==> src/dpt_pkg.sv <==
// shared types, codes and constants of the divider and programmable timer
package dpt_pkg;

   localparam int unsigned ACCUM_W      = 11;
   localparam int unsigned CTRL_ENABLE  = 2;

   localparam logic [ACCUM_W-1:0] STEP_1024 = 11'd1024;
   localparam logic [ACCUM_W-1:0] STEP_16   = 11'd16;
   localparam logic [ACCUM_W-1:0] STEP_64   = 11'd64;
   localparam logic [ACCUM_W-1:0] STEP_256  = 11'd256;

   typedef enum logic [1:0] {
      CMD_TICK  = 2'd0,
      CMD_READ  = 2'd1,
      CMD_WRITE = 2'd2,
      CMD_NONE  = 2'd3
   } cmd_type;

   typedef enum logic [1:0] {
      SEL_DIVIDER = 2'd0,
      SEL_COUNTER = 2'd1,
      SEL_RELOAD  = 2'd2,
      SEL_CONTROL = 2'd3
   } sel_type;

   typedef enum logic [1:0] {
      RATE_1024 = 2'd0,
      RATE_16   = 2'd1,
      RATE_64   = 2'd2,
      RATE_256  = 2'd3
   } rate_type;

   typedef enum logic {
      ST_IDLE = 1'b0,
      ST_STEP = 1'b1
   } state_type;

   typedef struct packed {
      logic [1:0] command;
      logic [7:0] tick_cycles;
      logic [1:0] reg_select;
      logic [7:0] write_data;
   } req_type;

   typedef struct packed {
      logic [7:0] read_data;
      logic       timer_interrupt;
   } rsp_type;

   // sequencer controls toward the datapath
   typedef struct packed {
      logic accept;
      logic run_step;
      logic finish;
   } ctrl_type;

   function automatic logic [ACCUM_W-1:0] step_size(input logic [1:0] rate);
      logic [ACCUM_W-1:0] s;
      case (rate_type'(rate))
         RATE_1024: s = STEP_1024;
         RATE_16:   s = STEP_16;
         RATE_64:   s = STEP_64;
         RATE_256:  s = STEP_256;
         default:   s = STEP_1024;
      endcase
      return s;
   endfunction

endpackage

==> src/dpt_step_unit.sv <==
// shared compare-subtract unit that performs one counter step per cycle
module dpt_step_unit (
   input  logic [dpt_pkg::ACCUM_W-1:0] accum,
   input  logic [dpt_pkg::ACCUM_W-1:0] step,
   input  logic [7:0]                  counter,
   input  logic [7:0]                  reload,
   output logic                        more,
   output logic [dpt_pkg::ACCUM_W-1:0] accum_next,
   output logic [7:0]                  counter_next,
   output logic                        wrap
);

   logic [dpt_pkg::ACCUM_W:0] diff;

   always_comb begin
      diff         = {1'b0, accum} - {1'b0, step};
      more         = ~diff[dpt_pkg::ACCUM_W];
      accum_next   = diff[dpt_pkg::ACCUM_W-1:0];
      wrap         = (counter == 8'hFF);
      counter_next = wrap ? reload : counter + 8'd1;
   end

endmodule

==> src/dpt_ctrl.sv <==
// sequencer: accepts items and walks the counter steps of a tick
module dpt_ctrl (
   input  logic              clock,
   input  logic              reset,
   input  logic              req_valid,
   input  logic              rsp_busy,
   input  logic              go_step,
   input  logic              more,
   output dpt_pkg::ctrl_type ctrl
);

   dpt_pkg::state_type state_ff;
   dpt_pkg::state_type state_in;

   always_ff @(posedge clock) begin
      if (reset) begin
         state_ff <= dpt_pkg::ST_IDLE;
      end else begin
         state_ff <= state_in;
      end
   end

   always_comb begin
      state_in = state_ff;
      case (state_ff)
         dpt_pkg::ST_IDLE: begin
            if (req_valid && !rsp_busy && go_step) state_in = dpt_pkg::ST_STEP;
         end
         dpt_pkg::ST_STEP: begin
            if (!more) state_in = dpt_pkg::ST_IDLE;
         end
         default: state_in = dpt_pkg::ST_IDLE;
      endcase
   end

   always_comb begin
      ctrl = '0;
      case (state_ff)
         dpt_pkg::ST_IDLE: begin
            ctrl.accept = req_valid && !rsp_busy;
         end
         dpt_pkg::ST_STEP: begin
            ctrl.run_step = more;
            ctrl.finish   = !more;
         end
         default: ctrl = '0;
      endcase
   end

endmodule

==> src/divider_and_programmable_timer.sv <==
// top level: divider and programmable timer with register access items
// reads, writes and ticks with counting off give their result in the cycle after accept
// a tick with counting on runs n counter steps (at most 79, step of 16) before its result
// the steps share one compare-subtract unit, one step per cycle; no item is taken meanwhile
// throughput: one register item per cycle while the result side keeps up
// reset clears the timer registers and any pending result; counting is disabled after reset
module divider_and_programmable_timer (
   input  logic             clock,
   input  logic             reset,
   input  logic             req_valid,
   output logic             req_stall,
   input  dpt_pkg::req_type req_data,
   output logic             rsp_valid,
   input  logic             rsp_stall,
   output dpt_pkg::rsp_type rsp_data
);

   logic [7:0]                  div_low_ff, div_low_in;
   logic [7:0]                  div_high_ff, div_high_in;
   logic [dpt_pkg::ACCUM_W-1:0] step_accum_ff, step_accum_in;
   logic [7:0]                  counter_ff, counter_in;
   logic [7:0]                  reload_ff, reload_in;
   logic [7:0]                  control_ff, control_in;
   logic                        irq_ff, irq_in;
   logic                        rsp_valid_ff, rsp_valid_in;
   dpt_pkg::rsp_type            rsp_data_ff, rsp_data_in;

   dpt_pkg::ctrl_type           ctrl;
   logic                        rsp_busy;
   logic                        enabled;
   logic                        is_tick;
   logic                        go_step;
   logic [dpt_pkg::ACCUM_W-1:0] step;
   logic                        more;
   logic [dpt_pkg::ACCUM_W-1:0] accum_next;
   logic [7:0]                  counter_next;
   logic                        wrap;
   logic [8:0]                  div_sum;
   logic [7:0]                  rd_sel;

   assign rsp_busy  = rsp_valid_ff && rsp_stall;
   assign enabled   = control_ff[dpt_pkg::CTRL_ENABLE];
   assign is_tick   = dpt_pkg::cmd_type'(req_data.command) == dpt_pkg::CMD_TICK;
   assign go_step   = is_tick && enabled;
   assign step      = dpt_pkg::step_size(control_ff[1:0]);
   assign req_stall = !ctrl.accept;
   assign rsp_valid = rsp_valid_ff;
   assign rsp_data  = rsp_data_ff;

   dpt_ctrl u_ctrl (
      .clock     (clock),
      .reset     (reset),
      .req_valid (req_valid),
      .rsp_busy  (rsp_busy),
      .go_step   (go_step),
      .more      (more),
      .ctrl      (ctrl)
   );

   dpt_step_unit u_step (
      .accum        (step_accum_ff),
      .step         (step),
      .counter      (counter_ff),
      .reload       (reload_ff),
      .more         (more),
      .accum_next   (accum_next),
      .counter_next (counter_next),
      .wrap         (wrap)
   );

   always_comb begin
      case (dpt_pkg::sel_type'(req_data.reg_select))
         dpt_pkg::SEL_DIVIDER: rd_sel = div_high_ff;
         dpt_pkg::SEL_COUNTER: rd_sel = counter_ff;
         dpt_pkg::SEL_RELOAD:  rd_sel = reload_ff;
         dpt_pkg::SEL_CONTROL: rd_sel = control_ff;
         default:              rd_sel = control_ff;
      endcase
   end

   always_comb begin
      div_low_in    = div_low_ff;
      div_high_in   = div_high_ff;
      step_accum_in = step_accum_ff;
      counter_in    = counter_ff;
      reload_in     = reload_ff;
      control_in    = control_ff;
      irq_in        = irq_ff;
      rsp_valid_in  = rsp_valid_ff && rsp_stall;
      rsp_data_in   = rsp_data_ff;
      div_sum       = {1'b0, div_low_ff} + {1'b0, req_data.tick_cycles};

      if (ctrl.accept) begin
         irq_in = 1'b0;
         case (dpt_pkg::cmd_type'(req_data.command))
            dpt_pkg::CMD_TICK: begin
               div_low_in  = div_sum[7:0];
               div_high_in = div_high_ff + {7'd0, div_sum[8]};
               if (enabled) begin
                  step_accum_in = step_accum_ff + {3'd0, req_data.tick_cycles};
               end
            end
            dpt_pkg::CMD_WRITE: begin
               case (dpt_pkg::sel_type'(req_data.reg_select))
                  dpt_pkg::SEL_DIVIDER: begin
                     div_low_in  = '0;
                     div_high_in = '0;
                  end
                  dpt_pkg::SEL_COUNTER: counter_in = req_data.write_data;
                  dpt_pkg::SEL_RELOAD:  reload_in  = req_data.write_data;
                  dpt_pkg::SEL_CONTROL: control_in = req_data.write_data;
                  default:              control_in = req_data.write_data;
               endcase
            end
            default: ;
         endcase
         // every item but an enabled tick answers right away
         if (!go_step) begin
            rsp_valid_in                = 1'b1;
            rsp_data_in.timer_interrupt = 1'b0;
            rsp_data_in.read_data       =
               (dpt_pkg::cmd_type'(req_data.command) == dpt_pkg::CMD_READ) ? rd_sel : 8'd0;
         end
      end

      if (ctrl.run_step) begin
         step_accum_in = accum_next;
         counter_in    = counter_next;
         irq_in        = irq_ff || wrap;
      end

      if (ctrl.finish) begin
         rsp_valid_in                = 1'b1;
         rsp_data_in.read_data       = 8'd0;
         rsp_data_in.timer_interrupt = irq_ff;
      end
   end

   always_ff @(posedge clock) begin
      if (reset) begin
         div_low_ff    <= '0;
         div_high_ff   <= '0;
         step_accum_ff <= '0;
         counter_ff    <= '0;
         reload_ff     <= '0;
         control_ff    <= '0;
         irq_ff        <= 1'b0;
         rsp_valid_ff  <= 1'b0;
      end else begin
         div_low_ff    <= div_low_in;
         div_high_ff   <= div_high_in;
         step_accum_ff <= step_accum_in;
         counter_ff    <= counter_in;
         reload_ff     <= reload_in;
         control_ff    <= control_in;
         irq_ff        <= irq_in;
         rsp_valid_ff  <= rsp_valid_in;
      end
   end

   always_ff @(posedge clock) begin
      rsp_data_ff <= rsp_data_in;
   end

   // end of a step run always leaves a result behind
   a_finish_loads: assert property (@(posedge clock) disable iff (reset)
      ctrl.finish |=> rsp_valid_ff)
      else $error("finished tick left no result");

   // each step strictly lowers the accumulator
   a_step_shrinks: assert property (@(posedge clock) disable iff (reset)
      ctrl.run_step |=> step_accum_ff < $past(step_accum_ff))
      else $error("step did not lower the accumulator");

   // a step run ends only once less than one whole step is left
   a_finish_below: assert property (@(posedge clock) disable iff (reset)
      ctrl.finish |-> step_accum_ff < step)
      else $error("step run ended with a whole step pending");

   // interrupt and read data never share a result
   a_irq_no_data: assert property (@(posedge clock) disable iff (reset)
      rsp_valid_ff && rsp_data_ff.timer_interrupt |-> rsp_data_ff.read_data == 8'd0)
      else $error("interrupt result carries read data");

   // no item is taken while steps are still pending
   a_no_accept_busy: assert property (@(posedge clock) disable iff (reset)
      ctrl.run_step |-> !ctrl.accept && req_stall)
      else $error("item accepted during a step run");

endmodule

==> config.mk <==
export PLATFORM = sky130hd
export DESIGN_NAME = divider_and_programmable_timer
export DESIGN_NICKNAME = d
export VERILOG_FILES = /design/src/dpt_pkg.sv /design/src/dpt_step_unit.sv /design/src/dpt_ctrl.sv /design/src/divider_and_programmable_timer.sv
export SDC_FILE = /design/constraint.sdc
export NUM_CORES = 1
export LEC_CHECK = 0
export ABC_AREA = 1
export BUFFER_PORTS_ARGS = -buffer_cell sky130_fd_sc_hd__buf_2
export CORE_ASPECT_RATIO = 1.75
export CORE_UTILIZATION = 40
export DETAILED_ROUTE_END_ITERATION = 8
export PLACE_DENSITY = 0.69
export SETUP_SLACK_MARGIN = 0.3
export SKIP_CTS_REPAIR_TIMING = 1
export SLEW_MARGIN = 20
export SYNTH_ARGS = -nofsm -noshare
export SYNTH_HDL_FRONTEND = slang
export SYNTH_SLANG_ARGS = --single-unit
==> constraint.sdc <==
create_clock -name clock -period 4.75 [get_ports clock]
set_input_delay 0.2375 -clock clock [delete_from_list [all_inputs] [get_ports clock]]
set_output_delay 0.2375 -clock clock [all_outputs]
set_load 0.1 [all_outputs]
* Word level (Yosys, flattened, before mapping) *
Index checks and enable logic that the tools add are counted.

operators by class
  add/sub/neg operators = 5
  bitwise operators = 3
  eq/ne operators = 11
  reductions and logical operators = 24
  magnitude comparators = 0
  multipliers = 0
  shifts and indexed selects = 0
  div/mod/pow operators = 0
  mux-type cells = 28

operator list
  kind                                                    number
  2-to-1 mux 8 bit                                        7
  2-to-1 mux 11 bit                                       4
  case mux 11 bit (4 select lines)                        1
  case mux 8 bit (2 select lines)                         2
  case mux 8 bit (4 select lines)                         1
  AND reduction 3 bit                                     5
  nonzero test 2 bit                                      7
  subtractor 11 x 11 -> 12 bit                            1
  adder 11 x 8 -> 11 bit                                  1
  2-to-1 mux 1 bit                                        11
  equality test 2 bit (second input constant)             5
  adder 8 x 8 -> 9 bit                                    1
  adder 8 x 1 -> 8 bit                                    1
  adder 8 x 1 -> 8 bit (second input constant)            1
  equality test 8 bit (second input constant)             1
  equality test 2 x 1 -> 1 bit (second input constant)    3
  zero test 2 bit                                         3
  logical AND 1 bit                                       4
  AND reduction 2 bit                                     2
  NOT 1 bit                                               3
  zero test 1 bit                                         2
  2-to-1 mux 2 bit                                        1
  inequality test 2 x 1 -> 1 bit (second input constant)  1
  inequality test 2 bit (second input constant)           1
  2 further kinds                                         2

storage, ports and cells
  bits in writable memories = 0
  output and inout bits = 11
  memories kept = 0
  input bits = 24
  bits in read-only memories = 0
  logic and storage cells = 82
  flip-flop bits (word level) = 63
  bits in latches = 0

* Depth between registers and ports, before layout *
Gate-level depths: netlist of the first run.

  depth in word-level cells = 7
  mapped depth = 18
  depth with buffers taken out = 18

* Hierarchy *
From an unflattened synthesis of the first run, not the netlist that was laid out.

unflattened totals
  cell total of the unflattened synthesis = 684
  area total of the unflattened synthesis = 4,446.8 um2

modules (own cells, without submodules)
  module                          area each (um2)  times used  cells each
  divider_and_programmable_timer  3,495.9          1           496
  dpt_step_unit                   890.9            1           179
  dpt_ctrl                        60.1             1           9

* Least setup slack after synthesis of the first run *
Ideal clock, no wire load.

  kind = register -> register
  start point = reg div_low_ff[0]
  end point = reg div_high_ff[7]
  path slack = 2,355 ps
  path buffers = 0
  setup time = 119 ps
  arrival time = 2,276 ps
  stages on the path, launching flop included = 19
  period minus slack after synthesis = 2,395 ps
  path through = dfxtp_1 ha_1 inv_1 fa_1 inv_1 nand4_1 o211ai_1 a21oi_1 o21bai_1 ha_1 nand2_1 nor2_1 nand2_1 nor2_1 nand2_1 nor2_1 nand2_1 o21ai_0 a21oi_1

between the ends
  word-level cells in the longest chain between the ends = 3

ends and longest elaborated chain
  what                             RTL line                               text
  start, declared                  divider_and_programmable_timer.sv:18   logic [7:0] div_low_ff, div_low_in;
  start signal, assigned           divider_and_programmable_timer.sv:150  div_low_ff <= div_low_in;
  adder 8 x 8 -> 9 bit             divider_and_programmable_timer.sv:91   div_sum = {1'b0, div_low_ff} + {1'b0, req_data.tick_cycles};
  adder 8 x 1 -> 8 bit             divider_and_programmable_timer.sv:98   div_high_in = div_high_ff + {7'd0, div_sum[8]};
  case mux 8 bit (2 select lines)  divider_and_programmable_timer.sv:95   case (dpt_pkg::cmd_type'(req_data.command))
  end signal, assigned             divider_and_programmable_timer.sv:151  div_high_ff <= div_high_in;
  end, declared                    divider_and_programmable_timer.sv:19   logic [7:0] div_high_ff, div_high_in;

Every way passes these cells.
A chain may end at the register's enable or synchronous reset.

* Final worst setup path of the first run *
Ends and elaborated chain as after synthesis.

==> impl_metrics.ini, run 1 <==
[detailed_routing]
drt_iter0_markers = 192
num_vias = 3906
routedWlPerCell_um = 14.2
antenna_left = 0
drc = 0
wl_um = 10700
dr.pass1.iters = 5
viasPerCell = 5.20

[clock_network]
tritoncts = yes
root_buffer = clkbuf_16
cts.clk_slew.worst_paths_ns = 0.05
numCtsBuffers = 9
clock_latency_ns = 0.33
clockBufferDepth = 2
cts_num_sinks = 63
cts-htree-levels = 3

[worst_setup_path]
cp.arrival_ns = 2.90
reg2reg_to = div_high_ff[7]$_SDFFE_PP0P_
r2r-start = div_low_ff[0]$_SDFFE_PP0P_
ff2ff_setup_slack_ns = 2.07
cp_max_fo = 3
cp-start-kind = flip-flop
cp.required_ns = 4.97
reg2regPathDepth = 18
cp-end-kind = flip-flop
crit_type = reg -> reg

[timing]
hold_viol_final = 0
period_share_pct = 56.5
fin_crit_ns = 2.68
worstMarginPinSlew_ns = 0.953
max_freq_ghz = 0.373
rsz0062_at_grt = no
slew_violations = 0
setup_violations = 0
hold-worst-slack_ns = 0.164
skew_ns = 0.00601
relSlewSlack_pct = 36.4
setup_tns_ns = 0

[worst_hold_path]
hold_class = in -> reg
holdPathEnd = reload_ff[6]$_SDFFE_PP0P_
min_from = req_data[6]
min_path_cells = 3

[cells_and_area]
nFillCells = 975
layout-drive-gt1-share_pct = 11.9
antenna_cells = 0
final_nets = 675
syn_to_final_growth_pct = 14.1

[place]
place_hpwl_um = 8110
gp_congestion = 0.912
portBuffers = 34

[global_routing]
use_met1_pct = 21.6
antenna_found_initial = 0
use_met3_pct = 4.45
grt.total_usage_pct = 21.9
grt_remaining_overflow = 0
use_met2_pct = 40.5
busiest_layer = met2
grt_pass1_wl_um = 17600
grt_max_degree = 34
grt_pass1_vias = 3832

[logic_synthesis]
synth_edf_count = 1
syn_area_um2 = 3960
synth_seq_cells = 63
synth_top_cell_by_area = dfxtp_1
synthTopCellsByCount = 146 x nand2_1, 77 x inv_1, 62 x dfxtp_1
synth.distinct_cells = 36
ys_top_cells_by_area = dfxtp_1 31%, nand2_1 14%, ha_1 7.6%
syn_nets = 641
synthFlopType = dfxtp_1
netlist.area_leader.share_pct = 31.4
syn_area_per_cell_um2 = 6.70
synth-seq-area-share_pct = 32.1
synth-async-reset-ratio_pct = 0
syn_inst = 591
synth_warnings = 0
synth.most_common_cell = nand2_1

[die]
die_height_um = 134
core-area_um2 = 9530
die_area_um2 = 10300
io_pins = 35
die_x_um = 77.2
start_util_pct = 41.5
num_rows = 47

[power]
power_density_nw_per_um2 = 300
power_mw = 1.36
p_leak_nw = 2.12
vdd_drop_max_mv = 0.296

[run_status]
status = finished, final reports clean

[job]
cap_violations = 0
## layout by cell type (no fill, tap or decap)
master,count
o21a_1,2
clkinvlp_4,2
o221ai_1,5
nor2_2,3
nand2_2,4
buf_2,34
nor2_4,5
a21boi_0,1
o21bai_1,2
nand4_1,6
nand2_1,146
a31oi_1,2
ha_1,24
nor3_1,5
xnor2_1,3
clkbuf_1,2
a21oi_1,57
clkbuf_16,9
or2_2,4
inv_1,77
a221oi_1,1
xor2_1,9
nand3_4,1
fa_1,2
o21ai_0,40
a32oi_1,1
nand3b_1,1
nor3b_1,1
inv_2,10
o22ai_1,3
bufinv_16,1
o211ai_1,9
clkbuf_8,1
o21ai_1,5
nand3_1,36
dfxtp_1,62
edfxtp_1,1
nor3_2,1
nor2_1,51
## worst max-delay path by stage
stage	endpoint	cells past startpoint	from	slack, ns
2_1_floorplan	div_high_ff[7]$_SDFFE_PP0P_	18	div_low_ff[0]$_SDFFE_PP0P_	2.36
3_3_place_gp	div_high_ff[7]$_SDFFE_PP0P_	19	req_data[10]	2.16
3_5_place_dp	div_high_ff[7]$_SDFFE_PP0P_	19	req_data[10]	2.10
4_1_cts	div_high_ff[7]$_SDFFE_PP0P_	18	div_low_ff[0]$_SDFFE_PP0P_	2.08
5_1_grt	div_high_ff[7]$_SDFFE_PP0P_	18	div_low_ff[0]$_SDFFE_PP0P_	1.70
6_report	div_high_ff[7]$_SDFFE_PP0P_	18	div_low_ff[0]$_SDFFE_PP0P_	2.07
## cell families after synthesis
| logic type | after synthesis | synth area share [%] |
|---|---|---|
| flops | 63 | 32.1 |
| buf+inv | 98 | 9.67 |
| xor+xnor | 12 | 2.66 |
| fa+ha+maj | 26 | 8.60 |
| simple gates | 264 | 29.1 |
| compound gates | 128 | 17.9 |
## critical path, cell delays in order, from the launching register on
cell and delay, ns:
dfxtp_1 0.33, ha_1 0.19, inv_1 0.06, fa_1 0.35, inv_1 0.10, nand4_1 0.11, o211ai_1 0.14, a21oi_1 0.10
o21bai_1 0.13, ha_1 0.18, nand2_1 0.06, nor2_1 0.12, nand2_1 0.08, nor2_1 0.13, nand2_1 0.08, nor2_1 0.13
nand2_1 0.08, o21ai_0 0.14, a21oi_1 0.06
## through the flow
step,cell area [um2],cells,setup slack [ns],util (%)
detailed placement,4220,736,2.10,44.3
finish,4520,751,2.07,47.4
global route,4520,751,1.70,47.4
CTS,4520,751,2.08,47.4
global placement,4220,736,2.16,44.3
floorplan,3960,591,2.36,-
## state kept, by name (all words and copies together) (netlist names)
signal           count
div_low_ff           8
step_accum_ff       11
u_ctrl.state_ff      1
rsp_valid            1
control_ff           8
rsp_data             9
div_high_ff          8
irq_ff               1
reload_ff            8
counter_ff           8
## layer usage
layer / share of wire (%) / routed length (um)
met1: 38 / 4060
met2: 53 / 5650
met3: 3.8 / 410
met4: 5.4 / 573
met5: 0 / 0
## layout make-up
| cell class | instances | area, um2 | area share [%] |
|---|---|---|---|
| Multi-Input combinational cell | 430 | 2300 | 51.0 |
| Sequential cell | 63 | 1270 | 28.2 |
| Inverter | 87 | 327 | 7.23 |
| Clock buffer | 12 | 246 | 5.46 |
| Timing Repair Buffer | 34 | 170 | 3.77 |
| Tap cell | 122 | 153 | 3.38 |
| Clock inverter | 3 | 45.0 | 0.998 |
## where the power goes
group / leakage (nW) / internal (mW) / switching (mW)
Clock: 0.135 / 0.417 / 0.235
Combinational: 1.47 / 0.0429 / 0.114
Sequential: 0.511 / 0.541 / 0.00677
(Power assumes the default switching activity.)
==> run 2, diff against run 1 <==
- clock period: 4.75 -> 2.8 ns (I/O delays scaled with it)
==> run 2 against run 1 <==
- via count is 2.5% higher
- clock power is 64% higher
- sequential share of layout area decreased by 0.28 points
- first-iteration DRC count increased by 23%
- final cell count increased by 0.40%
- critical endpoint unchanged
- setup slack worse by 2.0 ns
- core utilization grew 0.53 points
- hold slack worse by 0.10 ns
- clock skew is 0.0039 ns higher
- die area stayed put
==> impl_metrics.ini, run 2 (synthesized netlist as in run 1, its figures left out) <==
[run_status]
status = finished, final reports clean

[timing]
max_freq_ghz = 0.371
relSlewSlack_pct = 35.3
setup_tns_ns = 0
skew_ns = 0.00988
hold_viol_final = 0
fin_crit_ns = 2.69
slew_violations = 0
rsz0062_at_grt = yes
setup_ws_ns = 0.105
worstMarginPinSlew_ns = 0.969
setup_violations = 0
period_share_pct = 96.2

[worst_setup_path]
cp_max_fo = 3
cp.required_ns = 3.03
reg2regPathDepth = 18
ff2ff_setup_slack_ns = 0.11
cp-end-kind = flip-flop
crit_type = reg -> reg
reg2reg_to = div_high_ff[7]$_SDFFE_PP0P_
cp.arrival_ns = 2.92
cp-start-kind = flip-flop
r2r-start = div_low_ff[0]$_SDFFE_PP0P_

[detailed_routing]
routedWlPerCell_um = 14.4
viasPerCell = 5.31
dr.pass1.iters = 5
num_vias = 4005
drc = 0
antenna_left = 0
wl_um = 10800
drt_iter0_markers = 236

[global_routing]
use_met1_pct = 20.9
grt_pass1_wl_um = 17100
grt.total_usage_pct = 21.4
grt_remaining_overflow = 0
use_met3_pct = 4.45
grt_pass1_vias = 3755
grt_max_degree = 34
busiest_layer = met2
use_met2_pct = 39.7
antenna_found_initial = 0

[place]
pre_cts_slack_ns = 0.151
portBuffers = 34
gp_congestion = 0.923
place_hpwl_um = 8090

[power]
p_leak_nw = 2.14
power_density_nw_per_um2 = 498
vdd_drop_max_mv = 0.302

[die]
core-area_um2 = 9530
io_pins = 35
start_util_pct = 41.5
die_area_um2 = 10300
num_rows = 47
die_x_um = 77.2
die_height_um = 134

[worst_hold_path]
holdPathEnd = reload_ff[6]$_SDFFE_PP0P_
min_path_cells = 3
hold_class = in -> reg
min_from = req_data[6]

[clock_network]
clockBufferDepth = 2
numCtsBuffers = 9
clock_latency_ns = 0.34
root_buffer = clkbuf_16
cts-htree-levels = 3
tritoncts = yes
cts_num_sinks = 63
cts.clk_slew.worst_paths_ns = 0.05

[cells_and_area]
final_nets = 678
layout_common_cells = 145 x nand2_1, 75 x inv_1, 61 x dfxtp_1, 57 x a21oi_1, 48 x nor2_1
layout-drive-gt1-share_pct = 14.1
final_common_cell = nand2_1
antenna_cells = 0
largest_reg_flops = 11
syn_to_final_growth_pct = 15.4
regMostFlops = step_accum_ff

[job]
cap_violations = 0
run 2: cell count changes in the layout (fill, tap and decap cells not counted), sizes merged:
cell | before | now
buf | 34 | 37
clkinv | 0 | 2
clkinvlp | 2 | 0
bufinv | 1 | 0
clkbuf | 12 | 13
run 2: worst max-delay path, stage by stage, from the launching register on:
cell	delay, ns
dfxtp_2	0.35
ha_4	0.15
inv_2	0.04
fa_2	0.34
inv_2	0.07
nand4_1	0.08
o211ai_1	0.15
a21oi_1	0.11
o21bai_1	0.18
ha_2	0.22
nand2_2	0.06
nor2_2	0.14
nand2_1	0.09
nor2_2	0.13
nand2_1	0.07
nor2_2	0.14
nand2_1	0.08
o21ai_1	0.14
a21oi_1	0.05
run 2: worst max-delay path by stage:
| stage | from | end | slack, ns | cells past startpoint |
|---|---|---|---|---|
| 6_report | div_low_ff[0]$_SDFFE_PP0P_ | div_high_ff[7]$_SDFFE_PP0P_ | 0.11 | 18 |
| 5_1_grt | div_low_ff[0]$_SDFFE_PP0P_ | div_high_ff[7]$_SDFFE_PP0P_ | -0.04 | 18 |
| 4_1_cts | div_low_ff[0]$_SDFFE_PP0P_ | div_high_ff[7]$_SDFFE_PP0P_ | 0.14 | 18 |
| 3_5_place_dp | div_low_ff[0]$_SDFFE_PP0P_ | div_high_ff[7]$_SDFFE_PP0P_ | 0.15 | 18 |
| 3_3_place_gp | div_low_ff[0]$_SDFFE_PP0P_ | div_high_ff[7]$_SDFFE_PP0P_ | 0.25 | 18 |
| 2_1_floorplan | div_low_ff[0]$_SDFFE_PP0P_ | div_high_ff[7]$_SDFFE_PP0P_ | 0.41 | 18 |
run 2: through the flow:
| step | cell area (um2) | std cells | hold slack (ns) | utilization (%) | power, mW |
|---|---|---|---|---|---|
| global route | 4570 | 754 | 0.0736 | 47.9 | 2.35 |
| detailed placement | 4220 | 736 | 0.408 | 44.3 | 1.21 |
| global placement | 4220 | 736 | 0.405 | 44.3 | 1.21 |
| floorplan | 3960 | 591 | 0.275 | - | 1.14 |
| finish | 4570 | 754 | 0.0611 | 47.9 | 2.27 |
| CTS | 4510 | 751 | 0.0629 | 47.3 | 2.28 |
run 2: cell type report:
cell class / count / area, um2
tap: 122 / 153
sequential: 63 / 1270
clock buffer: 13 / 272
inverter: 87 / 327
clock inverter: 2 / 13.8
multi-input combinational: 430 / 2340
timing repair buffer: 37 / 193
fill: 988 / 4960
run 2: report_power, final:
group / total [mW] / leakage (nW) / switching [mW] / internal [mW]
Sequential: 0.930 / 0.512 / 0.0117 / 0.918
Clock: 1.07 / 0.141 / 0.400 / 0.672
Combinational: 0.270 / 1.48 / 0.196 / 0.0743
run 2: routing by layer:
layer	wire length (um)	part of all wire [%]	vias to the layer above
li1	-	-	2007
met2	5790	53	115
met1	4060	37	1849
met3	430	4.0	34
met4	563	5.2	0
met5	0	0	-
==> run 3, diff against run 2 <==
- ABC_AREA: 1 -> 0
- PLACE_DENSITY: 0.69 -> 0.7
==> run 3 against run 2 <==
- hold slack improved by 0.010 ns
- via count shrank 19%
- register-to-register slack better by 0.30 ns
- count of clock-buffer cells in the layout is 2 lower
- non-clock buffer count grew 5
- global-route usage down 0.42 points
- first-iteration DRC count shrank 24%
- area after synthesis down 6.4%
- critical endpoint unchanged
==> impl_metrics.ini, run 3 <==
[place]
gp_congestion = 0.852
pre_cts_slack_ns = 0.259
place_hpwl_um = 6900
portBuffers = 34

[detailed_routing]
routedWlPerCell_um = 16.1
drc = 0
drt_iter0_markers = 180
num_vias = 3243
dr.pass1.iters = 4
viasPerCell = 5.66
wl_um = 9250
antenna_left = 0

[logic_synthesis]
synthFlopType = dfxtp_1
synthTopCellsByCount = 66 x nor2_1, 62 x dfxtp_1, 26 x nand2_1
syn_inst = 410
ys_top_cells_by_area = dfxtp_1 33%, ha_1 8.1%, nor2_1 6.7%
synth_fa_ha_area_share_pct = 9.18
syn_nets = 460
synth-async-reset-ratio_pct = 0
synth_top_cell_by_area = dfxtp_1
netlist.area_leader.share_pct = 33.5
synth-xor-area-share_pct = 4.96
syn_area_per_cell_um2 = 9.04
yosys.area_share.simple_pct = 20.3
synth_warnings = 0
synth-compound-area-share_pct = 18.5
synth.distinct_cells = 55
synth.most_common_cell = nor2_1
synth_top_family_by_area = simple AND/OR/NAND/NOR gates
synth_mux_area_share_pct = 9.45
synth_edf_count = 1
synth_seq_cells = 63
synth-seq-area-share_pct = 34.3
syn_area_um2 = 3710

[global_routing]
grt_pass1_vias = 3138
grt_pass1_wl_um = 15000
antenna_found_initial = 0
grt_remaining_overflow = 0
grt.total_usage_pct = 21.0
grt_max_degree = 41

[die]
die_height_um = 129
io_pins = 35
start_util_pct = 41.0
die_x_um = 74.8
num_rows = 46
core-area_um2 = 9040
die_area_um2 = 9670

[cells_and_area]
layout-drive-gt1-share_pct = 20.1
layout_common_cells = 65 x nor2_1, 61 x dfxtp_1, 34 x buf_2, 26 x nand2_1, 24 x a21oi_1
final_common_cell = nor2_1
regMostFlops = step_accum_ff
largest_reg_flops = 11
syn_to_final_growth_pct = 17.9
antenna_cells = 0
final_nets = 498

[worst_setup_path]
cp.arrival_ns = 2.62
slowest_delay_ns = 0.36
path_delay_family = adder cells
cp-end-kind = flip-flop
worstPathCellList = ha_4 -> inv_1 -> fa_2 -> nor2b_1 -> o21ai_1 -> nand2b_1 -> a31o_2 -> a21o_1 -> a21o_1 -> ha_2 -> nand3_2 -> nor2_4 -> nand3_2 -> xor2_1 -> nor2_1
cp_slowest_cell = fa_2
cp_max_fo = 3
crit_type = reg -> reg
cp.required_ns = 3.03
worst-path-buf-inv = 1
cp-start-kind = flip-flop

[power]
power_mw = 2.18
p_leak_nw = 1.75
power_density_nw_per_um2 = 498
vdd_drop_max_mv = 0.335

[worst_hold_path]
hold_class = in -> reg

[clock_network]
root_buffer = clkbuf_16
clock_latency_ns = 0.34
tritoncts = yes
clockBufferDepth = 2
cts-htree-levels = 3
cts.clk_slew.worst_paths_ns = 0.06
cts_num_sinks = 63
numCtsBuffers = 9

[timing]
setup_tns_ns = 0
fin_crit_ns = 2.40
worstMarginPinSlew_ns = 0.752
hold_viol_final = 0
setup_violations = 0
relSlewSlack_pct = 49.9
skew_ns = 0.00782
rsz0062_at_grt = no
hold-worst-slack_ns = 0.0711
period_share_pct = 85.6
max_freq_ghz = 0.417
setup_ws_ns = 0.404
slew_violations = 0

[run_status]
status = finished, final reports clean

[job]
cap_violations = 0
[run 3: routing by layer]
layer	vias up	share of wire [%]	track usage, %
met5	-	0	0
met4	0	3.9	11.7
met3	21	3.5	5.13
met2	75	55	37.8
met1	1560	37	21.3
li1	1587	-	-
[run 3: area by class of cell]
type | instances | area, um2
clock buffers | 11 | 254
clock inverters | 5 | 31.3
fillers | 881 | 4670
inverters | 14 | 56.3
multi-input cells | 318 | 2380
flip-flops and latches | 63 | 1270
well taps | 120 | 150
repair buffers | 42 | 230
[run 3: cells by family (layout without fill, tap and decap cells)]
family / Yosys count / in the layout
and+or+nand+nor: 151 / 151
muxes: 25 / 25
DFF: 63 / 63
buffers and inverters: 29 / 72
xor gates and xnor gates: 21 / 21
AOI/OAI and AO/OA: 95 / 95
adders and majority gates: 26 / 26
[run 3: path summary, 6_finish.rpt]
path,from,endpoint,slack [ns],cells past startpoint
worst max-delay path,div_low_ff[0]$_SDFFE_PP0P_,div_high_ff[7]$_SDFFE_PP0P_,0.40,15
worst min-delay path,req_data[3],control_ff[3]$_SDFFE_PP0P_,0.07,3
worst max register to register,div_low_ff[0]$_SDFFE_PP0P_,div_high_ff[7]$_SDFFE_PP0P_,0.40,15
worst min register to register,step_accum_ff[3]$_SDFFE_PP0P_,step_accum_ff[3]$_SDFFE_PP0P_,0.46,2
[run 3: through the flow]
step / area (um2) / instances / utilization (%)
after global routing: 4370 / 573 / 48.4
final: 4370 / 573 / 48.4
after CTS: 4280 / 569 / 47.3
after global placement: 3990 / 553 / 44.2
after floorplan: 3710 / 410 / -
after detailed placement: 3990 / 553 / 44.2
[run 3: tightest hold or removal path: cells and delay by family]
kind,cells,cell delay (ns)
mux,1,0.06
buf+inv,1,0.10
simple gates,1,0.07
[run 3: power by group]
part           switching, mW  total (mW)  leakage [nW]  internal, mW
Clock                  0.406        1.06         0.140         0.649
Sequential           0.00910       0.920         0.511         0.911
Combinational          0.128       0.200          1.10        0.0724
